## src/sce_pkg.sv

```systemverilog
// Shared types, codes and lookup tables for the softmax cross-entropy gradient unit.
`timescale 1ns / 1ps
package sce_pkg;

   localparam logic FUNC_LOAD  = 1'b0;
   localparam logic FUNC_DRAIN = 1'b1;

   localparam logic [7:0] REG_VOCAB = 8'd0;
   localparam logic [7:0] REG_BATCH = 8'd1;

   localparam logic [16:0] LOG2E_Q16 = 17'd94548;
   localparam logic [15:0] LN2_Q16   = 16'd45426;

   typedef struct packed {
      logic        is_drain;
      logic [15:0] logit;
      logic [15:0] target;
      logic        last;
      logic        batch_last;
   } cmd_type;

   // 2^(-i/16) in Q1.15
   function automatic logic [15:0] pow2_val(input logic [4:0] i);
      logic [15:0] v;
      unique case (i)
         5'd0:  v = 16'd32768;
         5'd1:  v = 16'd31379;
         5'd2:  v = 16'd30048;
         5'd3:  v = 16'd28774;
         5'd4:  v = 16'd27554;
         5'd5:  v = 16'd26386;
         5'd6:  v = 16'd25268;
         5'd7:  v = 16'd24196;
         5'd8:  v = 16'd23170;
         5'd9:  v = 16'd22188;
         5'd10: v = 16'd21248;
         5'd11: v = 16'd20347;
         5'd12: v = 16'd19484;
         5'd13: v = 16'd18658;
         5'd14: v = 16'd17867;
         5'd15: v = 16'd17110;
         default: v = 16'd16384;
      endcase
      return v;
   endfunction

   // log2(1+i/16) in Q16
   function automatic logic [16:0] log2_val(input logic [4:0] i);
      logic [16:0] v;
      unique case (i)
         5'd0:  v = 17'd0;
         5'd1:  v = 17'd5732;
         5'd2:  v = 17'd11136;
         5'd3:  v = 17'd16248;
         5'd4:  v = 17'd21098;
         5'd5:  v = 17'd25711;
         5'd6:  v = 17'd30109;
         5'd7:  v = 17'd34312;
         5'd8:  v = 17'd38336;
         5'd9:  v = 17'd42196;
         5'd10: v = 17'd45904;
         5'd11: v = 17'd49472;
         5'd12: v = 17'd52911;
         5'd13: v = 17'd56229;
         5'd14: v = 17'd59434;
         5'd15: v = 17'd62534;
         default: v = 17'd65536;
      endcase
      return v;
   endfunction

endpackage

```

## src/sce_front.sv

```systemverilog
// Front end: accepts words, drops those that do not fit the phase, tags row and batch ends.
`timescale 1ns / 1ps
module sce_front #(
   parameter int PW = 17,
   parameter int RW = 9
) (
   input  logic                 clock,
   input  logic                 reset,
   input  logic                 clear,
   input  logic [PW-1:0]        n,
   input  logic [RW-1:0]        rows,
   input  logic                 req_valid,
   output logic                 req_stall,
   input  logic                 req_func,
   input  logic [15:0]          req_logit,
   input  logic [15:0]          req_target_index,
   input  logic                 q_full,
   output logic                 q_push,
   output sce_pkg::cmd_type     q_data
);

   logic          drain_ff;
   logic [PW-1:0] load_cnt_ff;
   logic [PW-1:0] drain_cnt_ff;
   logic [RW-1:0] rows_ff;
   logic          accept;
   logic          load_last;
   logic          drain_last;
   logic          batch_end;

   assign req_stall  = q_full;
   assign accept     = req_valid && !req_stall;
   assign load_last  = ((PW+1)'(load_cnt_ff) + (PW+1)'(1)) >= (PW+1)'(n);
   assign drain_last = ((PW+1)'(drain_cnt_ff) + (PW+1)'(1)) >= (PW+1)'(n);
   assign batch_end  = ((RW+1)'(rows_ff) + (RW+1)'(1)) >= (RW+1)'(rows);

   always_comb begin
      q_push = 1'b0;
      q_data.is_drain   = req_func;
      q_data.logit      = req_logit;
      q_data.target     = req_target_index;
      q_data.last       = 1'b0;
      q_data.batch_last = 1'b0;
      if (accept) begin
         if (req_func == sce_pkg::FUNC_LOAD && !drain_ff) begin
            q_push      = 1'b1;
            q_data.last = load_last;
         end else if (req_func == sce_pkg::FUNC_DRAIN && drain_ff) begin
            q_push            = 1'b1;
            q_data.last       = drain_last;
            q_data.batch_last = drain_last && batch_end;
         end
      end
   end

   always_ff @(posedge clock) begin
      if (reset || clear) begin
         drain_ff     <= 1'b0;
         load_cnt_ff  <= '0;
         drain_cnt_ff <= '0;
         rows_ff      <= '0;
      end else if (q_push) begin
         if (!drain_ff) begin
            if (load_last) begin
               load_cnt_ff <= '0;
               drain_ff    <= 1'b1;
            end else begin
               load_cnt_ff <= load_cnt_ff + PW'(1);
            end
         end else begin
            if (drain_last) begin
               drain_cnt_ff <= '0;
               drain_ff     <= 1'b0;
               rows_ff      <= batch_end ? '0 : rows_ff + RW'(1);
            end else begin
               drain_cnt_ff <= drain_cnt_ff + PW'(1);
            end
         end
      end
   end

endmodule

```

## config.mk

```make
export PLATFORM = sky130hd
export DESIGN_NAME = sce_front
export DESIGN_NICKNAME = d
export VERILOG_FILES = /design/src/sce_pkg.sv /design/src/sce_front.sv
export SDC_FILE = /design/constraint.sdc
export NUM_CORES = 1
export LEC_CHECK = 0
export BUFFER_PORTS_ARGS = -buffer_cell sky130_fd_sc_hd__buf_2
export CAP_MARGIN = 25
export CELL_PAD_IN_SITES_DETAIL_PLACEMENT = 0
export CELL_PAD_IN_SITES_GLOBAL_PLACEMENT = 1
export CORE_AREA = 2 2 103 105
export DETAILED_ROUTE_END_ITERATION = 10
export DIE_AREA = 0 0 105 107
export PLACE_DENSITY = 0.86
export SETUP_SLACK_MARGIN = 0.05
export SLEW_MARGIN = 30
export SYNTH_ARGS = -nofsm -noshare
export SYNTH_HDL_FRONTEND = slang
export SYNTH_SLANG_ARGS = --single-unit
```

## constraint.sdc

```tcl
create_clock -name clock -period 3.9 [get_ports clock]
set_input_delay 0.39 -clock clock [delete_from_list [all_inputs] [get_ports clock]]
set_output_delay 0.39 -clock clock [all_outputs]
set_load 0.02 [all_outputs]
```

Word level (Yosys, flattened, before mapping). Index checks and enable logic that the tools add are counted.

Register bits: 44. Latch bits: 0. Memory bits (writable): 0. Bits in read-only memories: 0. Input bits: 64. Output and inout bits: 37. Logic and storage cells: 38. Memories kept: 0.

Add/sub/neg operators: 6. Multiply operators: 0. Divide/modulo/power cells: 0. $lt $le $gt $ge: 3. Eq/ne operators: 0. Shift-type cells: 0. Multiplexer cells: 13. Bitwise gates (word level): 2. Reductions and logical operators: 10.

Operators with widths (number): 17-bit by 1-bit adder with 18-bit output (second input constant) (2); 18-bit by 17-bit >= comparator with 1-bit output (2); 17-bit by 1-bit adder with 17-bit output (second input constant) (2); 17-bit 2-to-1 mux (2); 9-bit by 1-bit adder with 10-bit output (second input constant) (1); 10-bit by 9-bit >= comparator with 1-bit output (1); 9-bit by 1-bit adder with 9-bit output (second input constant) (1); 9-bit 2-to-1 mux (1); 1-bit 2-to-1 mux (8); 1-bit logical AND (4); 2-bit 2-to-1 mux (2); 2-bit AND reduction (2); 3-bit AND reduction (1); 1-bit logical NOT (2); 1-bit inverter (2); 1-bit logical OR (1).

Longest topological paths before layout. Gate-level depths: netlist of run 1.

Depth after elaboration: 6. Mapped depth: 16. Mapped depth without buffers: 13.

Worst setup path before layout of run 1. No wires, ideal clock.

Path type: flip-flop to output port. From: reg drain_cnt_ff[2]. To: out q_data[0] in the netlist's numbering. Data arrival time: 3126 ps. Required time: 3510 ps. Slack: 384 ps. Stages on the path, launching flop included: 15. Buffers on the path: 1. Cells stage by stage: dfxtp_1 -> and4_1 -> and2_1 -> nand3_1 -> or3_1 -> xnor2_1 -> ha_1 -> o21ai_0 -> o21ai_0 -> o211ai_1 -> nand2_2 -> or2_1 -> buf_6 -> nand2_1 -> nor4_1.

RTL lines: start: declaration (RTL line sce_front.sv:24) `logic [PW-1:0] drain_cnt_ff;`; start signal: assignment (RTL line sce_front.sv:76) `drain_cnt_ff <= drain_cnt_ff + PW'(1);`; end: declaration (RTL line sce_front.sv:19) `output sce_pkg::cmd_type q_data`.

==> results of run 1 <==
[sequential cells by signal, summed over array words and instances, names as in the netlist]
name	flops
drain_cnt_ff	17
load_cnt_ff	17
rows_ff	9
drain_ff	1
[report_power, final]
part / switching (mW) / internal, mW / total, mW / leakage, nW
Combinational: 0.0452 / 0.0300 / 0.0753 / 1.45
Sequential: 0.000578 / 0.448 / 0.449 / 0.359
Clock: 0.166 / 0.144 / 0.311 / 0.0445
[cell families after synthesis]
group                      share of synthesized area, %
AOI/OAI and AO/OA                                  17.7
xor gates and xnor gates                           8.44
adders and majority gates                          15.7
buffers and inverters                              12.7
DFF                                                23.0
and+or+nand+nor                                    22.5
[synth_stat cells (2+ instances only)]
library cell  instances
or3_1                 8
clkbuf_1             14
ha_1                 48
inv_1                31
a32o_1               14
nor4_1                7
buf_4                34
buf_2                 4
or2_2                 4
o31ai_1               2
nand3_1              35
nand2_1              40
o21bai_1              2
a31oi_1               2
a21o_1               11
o21a_1                2
nor2b_1               2
and2_1                2
and3_1               15
nand4_1              13
o211a_1               2
a211oi_1              9
buf_6                 4
o21ai_0              16
nand2b_1              4
a21oi_1              22
o22ai_1               7
nor3b_1               3
nor2_1               13
xnor2_1              25
o211ai_1              2
xor2_1               12
dfxtp_1              44
and4_1                4
nor3_1                4
[worst reg2reg max path: stages, from the launching register on]
cell,delay (ps)
dfxtp_1,400
ha_1,230
nand3_1,170
inv_1,90
nand3_1,180
nor2_1,190
xor2_1,220
ha_1,280
and4_1,160
a221o_1,340
a31oi_1,190
and2_4,230
nand3_1,230
o31ai_1,240
[how the worst max path moves through the flow]
stage | start | end | cells past startpoint
floorplan | drain_cnt_ff[2] | q_data[0] | 14
global placement | drain_cnt_ff[2] | q_data[1] | 13
detailed placement | drain_cnt_ff[2] | q_data[1] | 13
CTS | drain_cnt_ff[3] | q_data[1] | 13
global route | drain_cnt_ff[9] | q_data[0] | 13
finish | drain_cnt_ff[3] | q_data[1] | 13
[routing by layer]
metal,global-route usage [%],part of all wire (%),vias to the layer above
li1,-,-,1678
met1,21.0,46,1560
met2,26.4,47,65
met3,2.61,4.5,23
met4,6.67,2.0,0
met5,0,0,-
[what timing repair did]
action,in CTS,in global routing
gates resized for setup,3,21
setup buffers,0,1
hold endpoints to repair,0,0
setup endpoints to repair,2,2
cloned,0,0
pin swaps,0,3
[final cells by class]
class / count / share of cell area, %
inverters: 31 / 2.88
well taps: 136 / 4.21
flip-flops and latches: 44 / 22.1
multi-input cells: 344 / 62.5
clock inverters: 1 / 0.186
clock buffers: 7 / 2.14
repair buffers: 44 / 5.94
[through the flow]
stage	worst slack (ps)	cell area, sq um	hold slack, ps
after CTS	71.5	3980	477
final	219	4040	476
after global routing	49.8	4040	502
after global placement	398	3870	469
after detailed placement	213	3870	474
after floorplan	384	3840	453
==> flow_summary.yaml, run 1 <==
layout:
  area_delta_synth_final_pct: 5.35
  mostFrequentLayoutCells: "ha_1, nand2_1, buf_2"
  drive_above_1_share_pct: 18.0
  area.sequential_sq_um: 895
  antenna_cells: 0
  nFillCells: 1059
  final_common_cell: "ha_1"
  fin_util_pct: 40.1
  nets: 582
  fin_cells: 607
  multi_input_area_sq_mm: 0.00253
worst_hold_path:
  holdCritStartpoint: "drain_cnt_ff[5]"
  holdPathStages: 2
  hold_path_class: "flip-flop to flip-flop"
  whs_endpoint: "drain_cnt_ff[5]"
setup_path:
  r2r_setup_slack_ps: 660
  crit_slowest_cell: "or3_4"
  cp_top_family: "simple AND/OR/NAND/NOR gates"
  rr_startpoint: "rows_ff[0]"
  ff2ff_path_depth: 13
  path_cells: "and4_1, and2_2, nand3_4, or3_4, xnor2_1, ha_1, o21a_1, o211ai_1, nand2_2, or2_4, a21oi_2, a211oi_2, buf_2"
  critPathArrivalTime_ps: 3290
  cp.required_ps: 3510
  start_kind: "flip-flop"
  critPathKind: "flip-flop to output pin"
  r2r_end: "rows_ff[0]"
  crit_path_end_kind: "output pin"
  cp_max_fo: 7
  crit_buf_inv: 1
  max_stage_delay_ps: 430
yosys:
  synth.avg_cell_area_sq_um: 8.08
  yosysWarningCount: 0
  yosys.cell_types.count: 49
  synth_top_area_share_pct: 23.0
  synth_edf_count: 0
  ys_seq_area_share_pct: 23.0
  synth_top_cell_by_area: "dfxtp_1"
  synthCells: 475
  synthFlopType: "dfxtp_1"
  syn-num-nets: 587
  ys_ff_latch: 44
  mappedNetlistArea_sq_mm: 0.00384
  async_reset_ff_share_pct: 0
  ys_top_cells_by_area: "dfxtp_1, ha_1, buf_4, xnor2_1, nand3_1"
global_route:
  grt_pass1_wl_microns: 15100
  antenna_found_initial: 0
  grt_remaining_overflow: 0
  grt_max_degree: 32
  grt_pass1_vias: 3308
  grt_use_total_pct: 16.1
clocking:
  cts_max_level: 2
  postCtsHoldBufs: 0
  cts_num_sinks: 44
  clk_latency_ps: 300
  cts_tree: "built"
  clock_path_buffers: 2
  clkSlewWorstSetupHoldPaths_ps: 80
  cts_root_buf: "clkbuf_8"
  cts_buffers: 5
floorplan:
  rows: 37
  die_h_microns: 107
  coreArea_sq_mm: 0.0101
  die-area_sq_mm: 0.0112
  die_x_microns: 105
  start_util_pct: 38.0
  ioPinCount: 101
route:
  num_vias: 3326
  avgViaCountPerCell: 5.48
  drt_wl_total_microns: 8810
  drt_first_iter_violations: 163
  wl_per_cell_microns: 14.5
  drc: 0
  ant_nets: 0
  dr.pass1.iters: 5
sta:
  fin_setup_tns_ps: 0
  tightest_slew_ps: 694
  fin_crit_sh_pct: 94.4
  slew_viol_final: 0
  rsz0062_at_grt: "false"
  fin_crit_ps: 3680
  finalSetupViolations: 0
  fin_skew_ps: 4.64
  max_freq_mhz: 272
  hold_viol_final: 0
  relSlewSlack_pct: 53.7
run:
  drv_cap: 0
power_and_ir_drop:
  p_total_uw: 835
  ir_drop_v: 0.000122
  power_per_cell_area_mw_per_mm2: 206
  leakage_nw: 1.85
placement:
  port_buffers: 36
  dp.cells: 598
  dpl.hpwl_microns: 6610
  gp_congestion: 0.804
outcome:
  outcome: "completed"
Note: power is estimated with default switching activity, not from simulation.
==> inputs of run 2 (changes only) <==
--- a/config.mk
+++ b/config.mk
@@ -13,6 +13,7 @@
 export DETAILED_ROUTE_END_ITERATION = 10
 export DIE_AREA = 0 0 105 107
 export PLACE_DENSITY = 0.86
+export REMOVE_ABC_BUFFERS = 1
 export SETUP_SLACK_MARGIN = 0.05
 export SLEW_MARGIN = 30
 export SYNTH_ARGS = -nofsm -noshare
==> run 2 against run 1 <==
Design area decreased by 0.40%; clock power about the same; combinational power decreased by 2%.
==> flow_summary.yaml, run 2 (synthesis gave the netlist of run 1 again) <==
worst_hold_path:
  holdPathStages: 3
  hold_path_class: "input pin to flip-flop"
clocking:
  clk_latency_ps: 310
  cts_max_level: 2
  cts_num_sinks: 44
  cts_buffers: 5
  clock_path_buffers: 2
  cts_root_buf: "clkbuf_8"
  postCtsHoldBufs: 0
  cts_tree: "built"
  clkSlewWorstSetupHoldPaths_ps: 80
sta:
  rsz0062_at_grt: "false"
  slew_viol_final: 0
  hold_viol_final: 0
  layout_setup_ws_ps: 185
  relSlewSlack_pct: 53.9
  tightest_slew_ps: 690
  finalSetupViolations: 0
  fin_crit_ps: 3720
  max_freq_mhz: 269
  fin_crit_sh_pct: 95.3
  fin_setup_tns_ps: 0
  fin_skew_ps: 5.80
global_route:
  antenna_found_initial: 0
  grt_use_total_pct: 17.8
  grt_pass1_vias: 3272
  grt_pass1_wl_microns: 16100
  grt_remaining_overflow: 0
  grt_max_degree: 32
route:
  ant_nets: 0
  num_vias: 3366
  drc: 0
  wl_per_cell_microns: 16.3
  drt_wl_total_microns: 9900
  drt_first_iter_violations: 220
  avgViaCountPerCell: 5.54
  dr.pass1.iters: 5
setup_path:
  max_stage_delay_ps: 450
  cp_max_fo: 7
  path_cells: "and4_4, and2_4, nand3_4, or3_1, xnor2_1, ha_1, o21a_1, o211ai_1, nand2_2, or2_4, a21oi_1, a211oi_1, buf_2"
  ff2ff_path_depth: 11
  path_depth: 13
  crit_path_end_kind: "output pin"
  start_kind: "flip-flop"
  cp_top_family: "simple AND/OR/NAND/NOR gates"
  critPathKind: "flip-flop to output pin"
  critPathArrivalTime_ps: 3330
  cp.required_ps: 3510
  crit_slowest_cell: "or3_1"
  crit_buf_inv: 1
layout:
  nFillCells: 1097
  nets: 583
  antenna_cells: 0
  reg_top3: "drain_cnt_ff: 17 flops, load_cnt_ff: 17 flops, rows_ff: 9 flops"
  mostFrequentLayoutCells: "ha_1, dfxtp_1, nand2_1"
  area_delta_synth_final_pct: 4.92
  drive_above_1_share_pct: 16.7
  final_common_cell: "ha_1"
power_and_ir_drop:
  ir_drop_v: 0.000158
  internal_power_uw: 621
  leakage_nw: 1.85
  power_per_cell_area_mw_per_mm2: 208
  switching_share_pct: 25.8
  pwr-share-clk_pct: 37.4
  combPwrFrac_pct: 8.8
  seqPwrFrac_pct: 53.8
  p_total_uw: 836
  p_switching_uw: 215
placement:
  port_buffers: 36
  pre_cts_ws_ps: 238
  dpl.hpwl_microns: 7580
  gp_congestion: 0.809
floorplan:
  die-area_sq_mm: 0.0112
  die_h_microns: 107
  ioPinCount: 101
  rows: 37
  coreArea_sq_mm: 0.0101
  die_x_microns: 105
  start_util_pct: 38.0
run:
  drv_cap: 0
outcome:
  outcome: "completed"
==> run 2: cell count changes in the layout (fill, tap and decap cells not counted), sizes merged <==
cell	delta
buf	+1
clkbuf	-1
clkinv	+2
clkinvlp	-1
==> run 2: path summary, 6_finish.rpt <==
kind	to	slack, ps	from
max	q_data[1]	180	drain_cnt_ff[4]
min	drain_ff	490	reset
max reg2reg	drain_cnt_ff[11]	630	drain_cnt_ff[4]
min reg2reg	drain_cnt_ff[3]	500	drain_cnt_ff[3]
==> run 2: layout make-up <==
type / instances / area [sq um] / share of cell area [%]
Multi-Input combinational cell: 344 / 2510 / 62.4
Sequential cell: 44 / 886 / 22.0
Timing Repair Buffer: 45 / 248 / 6.15
Tap cell: 136 / 170 / 4.23
Inverter: 31 / 116 / 2.89
Clock buffer: 6 / 82.6 / 2.05
Clock inverter: 2 / 10.0 / 0.249
==> run 2: metrics by stage <==
stage / hold slack [ps] / area, sq um / util (%) / std cells
final: 485 / 4030 / 39.9 / 608
after global routing: 519 / 4030 / 39.9 / 608
after CTS: 493 / 3980 / 39.4 / 607
after detailed placement: 479 / 3880 / 38.4 / 599
after global placement: 472 / 3870 / 38.4 / 599
after floorplan: 453 / 3460 / - / 419
==> run 2: worst min-delay path, cell delays in order <==
cell and delay (ps):
buf_2 90, nor2_2 120, o211a_1 140
==> run 2: routing by layer <==
metal  share of wire [%]  wire length (microns)  vias to the layer above  global-route usage (%)
met4                0.71                     70                        0                    3.14
met2                  46                   4520                       93                    28.9
li1                    -                      -                     1681                       -
met1                  46                   4560                     1585                    22.8
met3                 7.5                    746                        7                    6.26
met5                   0                      0                        -                    2.38
==> run 2: timing repair <==
item	CTS	global route
pin swaps	0	1
setup endpoints to repair	2	2
setup buffers	0	1
resized for setup	3	11
hold endpoints to repair	0	0
==> run 2: power by group through the flow <==
stage	registers (mW)	clock network (mW)	logic [mW]
after floorplan	0.460	0	0.0399
after global placement	0.460	0	0.0708
after detailed placement	0.460	0	0.0736
after CTS	0.450	0.317	0.0741
after global routing	0.450	0.334	0.0856
final	0.450	0.312	0.0739
