**config.mk**
```make
export PLATFORM = sky130hd
export DESIGN_NAME = sce_fifo
export DESIGN_NICKNAME = d
export VERILOG_FILES = /design/src/sce_pkg.sv /design/src/sce_fifo.sv
export SDC_FILE = /design/constraint.sdc
export NUM_CORES = 1
export LEC_CHECK = 0
export ABC_AREA = 0
export BUFFER_PORTS_ARGS = -buffer_cell sky130_fd_sc_hd__buf_2
export CAP_MARGIN = 20
export CORE_MARGIN = 4
export CORE_UTILIZATION = 33
export DETAILED_ROUTE_END_ITERATION = 10
export GPL_TIMING_DRIVEN = 0
export PLACE_DENSITY_LB_ADDON = 0.25
export SLEW_MARGIN = 20
export SYNTH_ARGS = -nofsm -noshare
export SYNTH_HDL_FRONTEND = slang
export SYNTH_SLANG_ARGS = --single-unit
```
**constraint.sdc**
```tcl
create_clock -name clock -period 2.7 [get_ports clock]
set_input_delay 0.27 -clock clock [delete_from_list [all_inputs] [get_ports clock]]
set_output_delay 0.27 -clock clock [all_outputs]
set_load 0.01 [all_outputs]
```
**src/sce_pkg.sv**
```systemverilog
// Shared types, codes and lookup tables for the softmax cross-entropy gradient unit.
`timescale 1ns / 1ps
package sce_pkg;

   localparam logic FUNC_LOAD  = 1'b0;
   localparam logic FUNC_DRAIN = 1'b1;

   localparam logic [7:0] REG_VOCAB = 8'd0;
   localparam logic [7:0] REG_BATCH = 8'd1;

   localparam logic [16:0] LOG2E_Q16 = 17'd94548;
   localparam logic [15:0] LN2_Q16   = 16'd45426;

   typedef struct packed {
      logic        is_drain;
      logic [15:0] logit;
      logic [15:0] target;
      logic        last;
      logic        batch_last;
   } cmd_type;

   // 2^(-i/16) in Q1.15
   function automatic logic [15:0] pow2_val(input logic [4:0] i);
      logic [15:0] v;
      unique case (i)
         5'd0:  v = 16'd32768;
         5'd1:  v = 16'd31379;
         5'd2:  v = 16'd30048;
         5'd3:  v = 16'd28774;
         5'd4:  v = 16'd27554;
         5'd5:  v = 16'd26386;
         5'd6:  v = 16'd25268;
         5'd7:  v = 16'd24196;
         5'd8:  v = 16'd23170;
         5'd9:  v = 16'd22188;
         5'd10: v = 16'd21248;
         5'd11: v = 16'd20347;
         5'd12: v = 16'd19484;
         5'd13: v = 16'd18658;
         5'd14: v = 16'd17867;
         5'd15: v = 16'd17110;
         default: v = 16'd16384;
      endcase
      return v;
   endfunction

   // log2(1+i/16) in Q16
   function automatic logic [16:0] log2_val(input logic [4:0] i);
      logic [16:0] v;
      unique case (i)
         5'd0:  v = 17'd0;
         5'd1:  v = 17'd5732;
         5'd2:  v = 17'd11136;
         5'd3:  v = 17'd16248;
         5'd4:  v = 17'd21098;
         5'd5:  v = 17'd25711;
         5'd6:  v = 17'd30109;
         5'd7:  v = 17'd34312;
         5'd8:  v = 17'd38336;
         5'd9:  v = 17'd42196;
         5'd10: v = 17'd45904;
         5'd11: v = 17'd49472;
         5'd12: v = 17'd52911;
         5'd13: v = 17'd56229;
         5'd14: v = 17'd59434;
         5'd15: v = 17'd62534;
         default: v = 17'd65536;
      endcase
      return v;
   endfunction

endpackage

```
**src/sce_fifo.sv**
```systemverilog
// Four-entry command queue between front and back.
`timescale 1ns / 1ps
module sce_fifo (
   input  logic             clock,
   input  logic             reset,
   input  logic             clear,
   input  logic             push,
   input  sce_pkg::cmd_type push_data,
   input  logic             pop,
   output sce_pkg::cmd_type pop_data,
   output logic             full,
   output logic             empty,
   output logic [2:0]       count
);

   sce_pkg::cmd_type entry_ff [4];
   logic [1:0] wr_ptr_ff;
   logic [1:0] rd_ptr_ff;
   logic [2:0] count_ff;

   assign full     = (count_ff == 3'd4);
   assign empty    = (count_ff == 3'd0);
   assign count    = count_ff;
   assign pop_data = entry_ff[rd_ptr_ff];

   always_ff @(posedge clock) begin
      if (push && !full) entry_ff[wr_ptr_ff] <= push_data;
   end

   always_ff @(posedge clock) begin
      if (reset || clear) begin
         wr_ptr_ff <= '0;
         rd_ptr_ff <= '0;
         count_ff  <= '0;
      end else begin
         if (push && !full) wr_ptr_ff <= wr_ptr_ff + 2'd1;
         if (pop && !empty) rd_ptr_ff <= rd_ptr_ff + 2'd1;
         count_ff <= count_ff + 3'((push && !full) ? 1 : 0) - 3'((pop && !empty) ? 1 : 0);
      end
   end

endmodule

```
After elaboration in Yosys (flattened, before gate mapping)

Memory sizes are Yosys's and may differ from the RTL's. A register that Yosys moved wholly into a read port is not among the register bits.
Cells that the tools add are included.

$add $sub $neg: 4
Eq/ne operators: 1
Mux-type cells: 6
Reductions and logical operators: 6

Operators with widths:

| operator            | count |
|---|---|
| $add 2x1->2 const B | 2 |
| $mux 1              | 4 |
| $mux 2              | 2 |
| $add 3x1->3         | 1 |
| $eq 3x3->1 const B  | 1 |
| $logic_not 3->1     | 1 |
| $sub 3x1->3         | 1 |
| $logic_and 1x1->1   | 2 |
| $logic_not 1->1     | 2 |
| $logic_or 1x1->1    | 1 |

Register bits after elaboration: 7
RAM bits: 140
Output and inout bits: 40
Logic and storage cells: 21
Memories kept: 1

Memory list:

| memory   | words | width | read ports | clocked after memory_dff | wr ports | RTL line       | RTL |
|---|---|---|---|---|---|---|---|
| entry_ff | 4     | 35    | 1          | 1                        | 1        | sce_fifo.sv:16 | `sce_pkg::cmd_type entry_ff [4];` |

Logic depth before layout (Yosys ltp)

Gate-level depths: netlist of run 1.

Depth in word-level cells: 6
Mapped depth: 10

Worst setup path after synthesis of run 1

Ideal clock, no wire load.

Path type: register to register
Start: register count_ff[1], in the netlist count[1]
End: register count_ff[2], in the netlist count[2]
Arrival: 2.129 ns
Path slack: 0.455 ns
Cell stages (with the launch flop): 10
Path buffers: 0
Period minus slack after synthesis: 2.245 ns
Cell sequence: dfxtp_1 nor3_1 nor2b_1 ha_1 inv_1 ha_1 fa_1 xnor2_1 xnor2_1 nor3_1

Elaborated cells on any way between the ends: 10
Those cells by class: add/sub (2); eq/ne (1); mux (2); reduce/logical (5)

RTL lines:

| element                | RTL line       | RTL |
|---|---|---|
| start, declared        | sce_fifo.sv:19 | `logic [2:0] count_ff;` |
| start signal, assigned | sce_fifo.sv:38 | `count_ff <= count_ff + 3'((push && !full) ? 1 : 0) - 3'((pop && !empty) ? 1 : 0);` |
| $logic_not 3->1        | sce_fifo.sv:22 | `assign empty = (count_ff == 3'd0);` |
| net empty              | sce_fifo.sv:12 | `output logic empty,` |
| $logic_not 1->1        | sce_fifo.sv:38 |  |
| $logic_and 1x1->1      | sce_fifo.sv:38 |  |
| $mux 1                 | sce_fifo.sv:38 |  |
| $sub 3x1->3            | sce_fifo.sv:38 |  |

The timed path passes the listed nets, and every way through them passes these cells.
A chain may end at the register's enable or synchronous reset.

==> impl_metrics.env, run 1 <==
export IMPL_result_of_the_run="finished clean"
export IMPL_track_usage_pct=11.2
export IMPL_syn_instance_count=233
export IMPL_dpl_cell_area_um2=6210
export IMPL_firstDrtPassIters=4
export IMPL_dr_max_layer_used="met5"
export IMPL_nets=378
export IMPL_final_core_utilization_pct=40.6
export IMPL_slew_viol_final=0
export IMPL_initial_utilization_pct=33.5
export IMPL_layout_common_cells="140 x sky130_fd_sc_hd__edfxtp_1, 82 x sky130_fd_sc_hd__buf_2, 35 x sky130_fd_sc_hd__mux4_2, 17 x sky130_fd_sc_hd__clkbuf_16, 9 x sky130_fd_sc_hd__dfxtp_1"
export IMPL_timing_rr_start="count[2]"
export IMPL_placement_io_buffers=79
export IMPL_post_place_cells=532
export IMPL_synth_distinct_cells=25
export IMPL_worst_clock_skew_ns=0.0151
export IMPL_wl_met3_um=581
export IMPL_cp_required_ns=2.43
export IMPL_cell_mode_on_critical_path="sky130_fd_sc_hd__buf_2"
export IMPL_insertion_delay_ns=0.42
export IMPL_vias=2545
export IMPL_totalWireLength_um=9830
export IMPL_share_of_post_route_cells_with_drive_strength_above_1_pct=43.9
export IMPL_p_int_uw=3990
export IMPL_cts_buffer_depth=2
export IMPL_drt_wirelength_per_cell_um=17.5
export IMPL_cts_setup_buffers=0
export IMPL_worst_r2r_path_depth=10
export IMPL_buffer_cell_driving_the_clock_tree_root="sky130_fd_sc_hd__clkbuf_16"
export IMPL_switchingPower_uw=990
export IMPL_drt_drc_violations_left=0
export IMPL_gp_congestion=0.687
export IMPL_critical_path_reg2reg_endpoint="count[2]"
export IMPL_synth_seq_area_share_pct=79.2
export IMPL_slew_headroom_pct=32.3
export IMPL_vias_in_the_first_global_route=2791
export IMPL_setup_total_negative_slack_ns=0
export IMPL_post_cts_resized=0
export IMPL_via_per_inst=4.53
export IMPL_post_dp_hpwl_um=5810
export IMPL_total_leakage_power_uw=0.00229
export IMPL_net_sw_share_pct=19.9
export IMPL_timing_final_crit_period_ns=2.30
export IMPL_rows=47
export IMPL_h_tree_depth=4
export IMPL_worstPathArrival_ns=2.03
export IMPL_cts_buffers_inserted=17
export IMPL_yosysWarnings=0
export IMPL_clock_fmax_mhz=435
export IMPL_path_cells="clkbuf_1 > buf_2 > mux4_2 > buf_2"
export IMPL_timing_final_crit_share_pct=85.1
export IMPL_critPathLaunchType="flop"
export IMPL_commonest_non_fill_non_tap_cell_in_the_layout="sky130_fd_sc_hd__edfxtp_1"
export IMPL_antenna_diode_count=0
export IMPL_setup_violations_final=0
export IMPL_share_clk_of_total_power_pct=41.3
export IMPL_fillers=1501
export IMPL_slowest_delay_ns=0.39
export IMPL_largest_net_degree_at_the_start_of_global_routing=36
export IMPL_area_growth_synth_to_final_pct=21.3
export IMPL_die_x_um=138
export IMPL_cts_num_sinks=149
export IMPL_die_area_um2=18900
export IMPL_critical_path_slowest_cell="sky130_fd_sc_hd__clkbuf_1"
export IMPL_detail_route_antenna_nets=0
export IMPL_fp_coreArea_um2=16500
export IMPL_post_cts_hold_buffer_count=0
export IMPL_worst_setup_path_end_kind="output port"
export IMPL_antenna_violations_before_repair=2
export IMPL_cts_tree="yes"
export IMPL_multi_input_comb_area_um2=1070
export IMPL_syn_avg_cell_area_um2=23.8
export IMPL_endpoint="pop_data[14]"
export IMPL_path_max_fanout=10
export IMPL_max_cap_viol_count=0
export IMPL_combinational_group_share_of_total_power_pct=6.0
export IMPL_die_y_um=138
export IMPL_synthesis_area_um2=5540
export IMPL_wirelength_met1_um=4160
export IMPL_path_clk_slew_ns=0.06
export IMPL_worstSetupPathType="reg -> out"
export IMPL_final_cells=562
export IMPL_synth_seq_cells=149
export IMPL_cp_bufs_invs=3
export IMPL_report_final_hold_viol_count=0
export IMPL_worst_pin_slew_ns=1.02
export IMPL_power_frac_seq_pct=52.7
export IMPL_setup_reg_to_reg_worst_slack_ns=0.41
export IMPL_final_seq_area_um2=4380
export IMPL_grt_setup_unrepaired="no"
export IMPL_hold_path_class="in -> reg"
export IMPL_floorplan_io_pins=80
export IMPL_grt_overflow=0
export IMPL_cellPowerDensity_nw_per_um2=741
export IMPL_detail_route_iter0_violations=129
export IMPL_grt_first_pass_wirelength_um=15100
export IMPL_total_nets_after_synthesis=280
export IMPL_fin_area_um2=6720
export IMPL_ir_worst_vdd_mv=0.428
export IMPL_wl_met2_um=4870
export IMPL_path_depth=4
export IMPL_critical_path_top_delay_family="buffers and inverters"
[area by class of cell]
type	instances	area share, %
flip-flops and latches	149	65.3
multi-input cells	69	15.9
clock buffers	23	6.67
repair buffers	79	5.89
well taps	220	4.10
plain buffers	8	0.894
clock inverters	7	0.876
inverters	7	0.391
[cells in the mapped netlist]
master                     count  area share [%]
sky130_fd_sc_hd__inv_1         7            0.47
sky130_fd_sc_hd__nor2_1        1           0.068
sky130_fd_sc_hd__xor2_1        1            0.16
sky130_fd_sc_hd__dfxtp_1       9             3.3
sky130_fd_sc_hd__and2_1        2            0.23
sky130_fd_sc_hd__nor2b_1       1            0.11
sky130_fd_sc_hd__and3_2        4            0.54
sky130_fd_sc_hd__ha_1          6             1.4
sky130_fd_sc_hd__edfxtp_1    140              76
sky130_fd_sc_hd__clkbuf_1      1           0.068
sky130_fd_sc_hd__or3b_4        1            0.20
sky130_fd_sc_hd__o21ai_0       1           0.090
sky130_fd_sc_hd__mux2i_1       3            0.54
sky130_fd_sc_hd__fa_1          1            0.36
sky130_fd_sc_hd__o311ai_0      1            0.16
sky130_fd_sc_hd__buf_2         3            0.27
sky130_fd_sc_hd__and2_4        1            0.16
sky130_fd_sc_hd__mux4_2       35              14
sky130_fd_sc_hd__nor3_1        3            0.27
sky130_fd_sc_hd__nand2_1       4            0.27
sky130_fd_sc_hd__buf_6         3            0.61
sky130_fd_sc_hd__or3_1         1            0.11
sky130_fd_sc_hd__buf_4         1            0.14
sky130_fd_sc_hd__xnor2_1       2            0.32
sky130_fd_sc_hd__nand4_1       1            0.11
[worst register-to-register path: cells and delay by family, from the launching register on]
family | cells | cell delay, ns
buf+inv | 2 | 0.09
flops | 1 | 0.40
fa+ha+maj | 3 | 0.67
xor+xnor | 2 | 0.34
simple gates | 3 | 0.69
[sequential cells by signal, indices dropped and copies added, names as in the netlist, named ones only]
signal     flops
wr_ptr_ff      2
entry_ff     140
count          3
rd_ptr_ff      2
[metal layers]
metal / global-route usage [%] / vias to the layer above
met5: 0 / -
li1: - / 1165
met3: 4.35 / 17
met2: 18.0 / 63
met1: 13.3 / 1296
met4: 5.32 / 4
[stage by stage]
step                      total power [uW]  hold WS (ns)  setup WS, ns
after floorplan                       2830         0.347         0.455
after global placement                2970         0.479         0.418
after detailed placement              2980         0.485         0.425
after CTS                             5040        0.0367         0.290
after global routing                  5160        0.0510         0.190
final                                 4970        0.0510         0.402
[power groups by stage]
| stage | Sequential, uW | Combinational (uW) | Clock [uW] |
|---|---|---|---|
| after detailed placement | 2670 | 308 | 0 |
| after global placement | 2670 | 303 | 0 |
| after floorplan | 2670 | 166 | 0 |
| final | 2620 | 298 | 2050 |
| after CTS | 2620 | 310 | 2110 |
| after global routing | 2630 | 330 | 2200 |
[logic make-up (layout without fill, tap and decap cells)]
kind of cell	Yosys count	in the layout	synth area share, %
buf+inv	15	124	1.56
compound gates	2	2	0.248
simple gates	19	19	2.08
mux	38	38	14.8
xor+xnor	3	3	0.474
flops	149	149	79.2
fa+ha+maj	7	7	1.72
[worst min-delay path by stage]
stage / from / end / slack (ns) / depth (start not counted)
CTS: reset / count[2] / 0.04 / 2
detailed placement: rd_ptr_ff[0] / rd_ptr_ff[0] / 0.49 / 2
global route: reset / count[2] / 0.05 / 2
global placement: reset / count[2] / 0.48 / 2
floorplan: reset / count[2] / 0.35 / 1
finish: reset / count[2] / 0.05 / 2
Power figures use the tool's default switching activity.
==> inputs of run 2 (changes only) <==
--- a/config.mk
+++ b/config.mk
@@ -10,6 +10,7 @@
 export CAP_MARGIN = 20
 export CORE_MARGIN = 4
 export CORE_UTILIZATION = 33
+export CTS_BUF_LIST = sky130_fd_sc_hd__clkbuf_16
 export DETAILED_ROUTE_END_ITERATION = 10
 export GPL_TIMING_DRIVEN = 0
 export PLACE_DENSITY_LB_ADDON = 0.25
==> run 2 against run 1 <==
- sequential cell count did not move
- largest power group unchanged
- sequential power barely moved
- power fell by 0.57%
- critical endpoint is now count[2]
- largest cell class unchanged
- design area did not move
==> impl_metrics.env, run 2 (same netlist as run 1, synthesis figures left out) <==
export IMPL_post_dp_hpwl_um=5810
export IMPL_grt_overflow=0
export IMPL_totalWireLength_um=9820
export IMPL_timing_rr_start="count[2]"
export IMPL_critPathLaunchType="flop"
export IMPL_cellPowerDensity_nw_per_um2=736
export IMPL_share_of_post_route_cells_with_drive_strength_above_1_pct=43.9
export IMPL_clock_fmax_mhz=437
export IMPL_cts_num_sinks=149
export IMPL_slew_viol_final=0
export IMPL_detail_route_antenna_nets=0
export IMPL_crit_path_start="count[2]"
export IMPL_drt_drc_violations_left=0
export IMPL_track_usage_pct=11.2
export IMPL_antenna_diode_count=0
export IMPL_post_cts_resized=0
export IMPL_setup_violations_final=0
export IMPL_largest_register_ffs=140
export IMPL_worstPathArrival_ns=2.60
export IMPL_via_per_inst=4.52
export IMPL_grt_setup_unrepaired="no"
export IMPL_initial_utilization_pct=33.5
export IMPL_floorplan_io_pins=80
export IMPL_timing_final_crit_period_ns=2.29
export IMPL_firstDrtPassIters=3
export IMPL_cp_required_ns=3.01
export IMPL_insertion_delay_ns=0.42
export IMPL_total_leakage_power_uw=0.00232
export IMPL_grt_first_pass_wirelength_um=15200
export IMPL_worst_setup_path_end_kind="flop"
export IMPL_post_cts_hold_buffer_count=0
export IMPL_die_x_um=138
export IMPL_use_met3_pct=4.35
export IMPL_final_seq_area_um2=4380
export IMPL_hold_path_class="in -> reg"
export IMPL_layout_common_cells="140 x sky130_fd_sc_hd__edfxtp_1, 82 x sky130_fd_sc_hd__buf_2, 35 x sky130_fd_sc_hd__mux4_2, 17 x sky130_fd_sc_hd__clkbuf_16, 13 x sky130_fd_sc_hd__inv_1"
export IMPL_largest_register="entry_ff"
export IMPL_rows=47
export IMPL_fillers=1501
export IMPL_result_of_the_run="finished clean"
export IMPL_critical_path_reg2reg_endpoint="count[2]"
export IMPL_post_place_cells=532
export IMPL_holdPathEnd="count[2]"
export IMPL_antenna_violations_before_repair=2
export IMPL_commonest_non_fill_non_tap_cell_in_the_layout="sky130_fd_sc_hd__edfxtp_1"
export IMPL_placement_io_buffers=79
export IMPL_largest_net_degree_at_the_start_of_global_routing=36
export IMPL_multi_input_comb_area_um2=1070
export IMPL_globalRouteMet1Util_pct=13.4
export IMPL_fp_coreArea_um2=16500
export IMPL_h_tree_depth=4
export IMPL_report_final_hold_viol_count=0
export IMPL_path_clk_slew_ns=0.06
export IMPL_die_y_um=138
export IMPL_hold_path_startpoint="reset"
export IMPL_cts_buffer_depth=2
export IMPL_nets=378
export IMPL_worstSetupPathType="reg -> reg"
export IMPL_cts_buffers_inserted=17
export IMPL_cts_tree="yes"
export IMPL_setup_total_negative_slack_ns=0
export IMPL_worstHoldPathCells=2
export IMPL_slew_headroom_pct=31.9
export IMPL_setup_reg_to_reg_worst_slack_ns=0.41
export IMPL_buffer_cell_driving_the_clock_tree_root="sky130_fd_sc_hd__clkbuf_16"
export IMPL_final_cells=562
export IMPL_path_max_fanout=7
export IMPL_cts_setup_buffers=0
export IMPL_die_area_um2=18900
export IMPL_vias=2543
export IMPL_detail_route_iter0_violations=119
export IMPL_timing_final_crit_share_pct=84.8
export IMPL_worst_pin_slew_ns=1.02
export IMPL_drt_wirelength_per_cell_um=17.5
export IMPL_area_growth_synth_to_final_pct=21.3
export IMPL_gp_congestion=0.687
export IMPL_grt_busiest_layer="met2"
export IMPL_max_cap_viol_count=0
export IMPL_vias_in_the_first_global_route=2788
export IMPL_ir_worst_vdd_mv=0.427
export IMPL_final_core_utilization_pct=40.6
export IMPL_worst_clock_skew_ns=0.0137
export IMPL_met2_usage_pct=18.0
export IMPL_worst_r2r_path_depth=10
==> run 2: cell types whose count changed in the layout (fill, tap and decap cells not counted) <==
| cell | previous run | this run |
|---|---|---|
| sky130_fd_sc_hd__inv_1 | 7 | 13 |
| sky130_fd_sc_hd__clkbuf_1 | 7 | 1 |
==> run 2: power by group <==
part | internal (uW) | switching, uW
logic | 137 | 160
registers | 2610 | 17.5
clock network | 1220 | 807
==> run 2: stage by stage <==
stage	hold slack, ns	total power, uW	cell area, um2	setup WS, ns
6_report	0.0521	4950	6720	0.411
2_1_floorplan	0.347	2830	5540	0.455
3_5_place_dp	0.485	2980	6210	0.425
5_1_grt	0.0510	5140	6720	0.190
4_1_cts	0.0367	5020	6720	0.290
3_3_place_gp	0.479	2970	6210	0.418
==> run 2: layout make-up <==
class                   count  area share, %
clock buffers              17           6.33
repair buffers             79           5.89
multi-input cells          69           15.9
well taps                 220           4.10
plain buffers               8          0.894
clock inverters            13           1.21
inverters                   7          0.391
flip-flops and latches    149           65.3
==> run 2: worst max-delay path by stage <==
stage,end,slack [ns],cells past startpoint
after floorplan,count[2],0.46,9
after global routing,pop_data[14],0.19,4
after detailed placement,count[2],0.43,10
final,count[2],0.41,10
after CTS,pop_data[26],0.29,4
after global placement,count[2],0.42,10
==> run 2: per-layer routing <==
metal | vias up | routed length, um
li1 | 1163 | -
met1 | 1301 | 4130
met2 | 58 | 4900
met3 | 17 | 564
met4 | 4 | 188
met5 | - | 36
==> run 2: worst max-delay path: stages, from the launching register on <==
cell and delay, ns:
sky130_fd_sc_hd__dfxtp_1 0.40, sky130_fd_sc_hd__or3b_4 0.44, sky130_fd_sc_hd__and2_4 0.19, sky130_fd_sc_hd__inv_1 0.05, sky130_fd_sc_hd__ha_1 0.11, sky130_fd_sc_hd__inv_1 0.04
sky130_fd_sc_hd__ha_1 0.18, sky130_fd_sc_hd__fa_1 0.38, sky130_fd_sc_hd__xnor2_1 0.20, sky130_fd_sc_hd__xnor2_1 0.14, sky130_fd_sc_hd__nor3_1 0.06
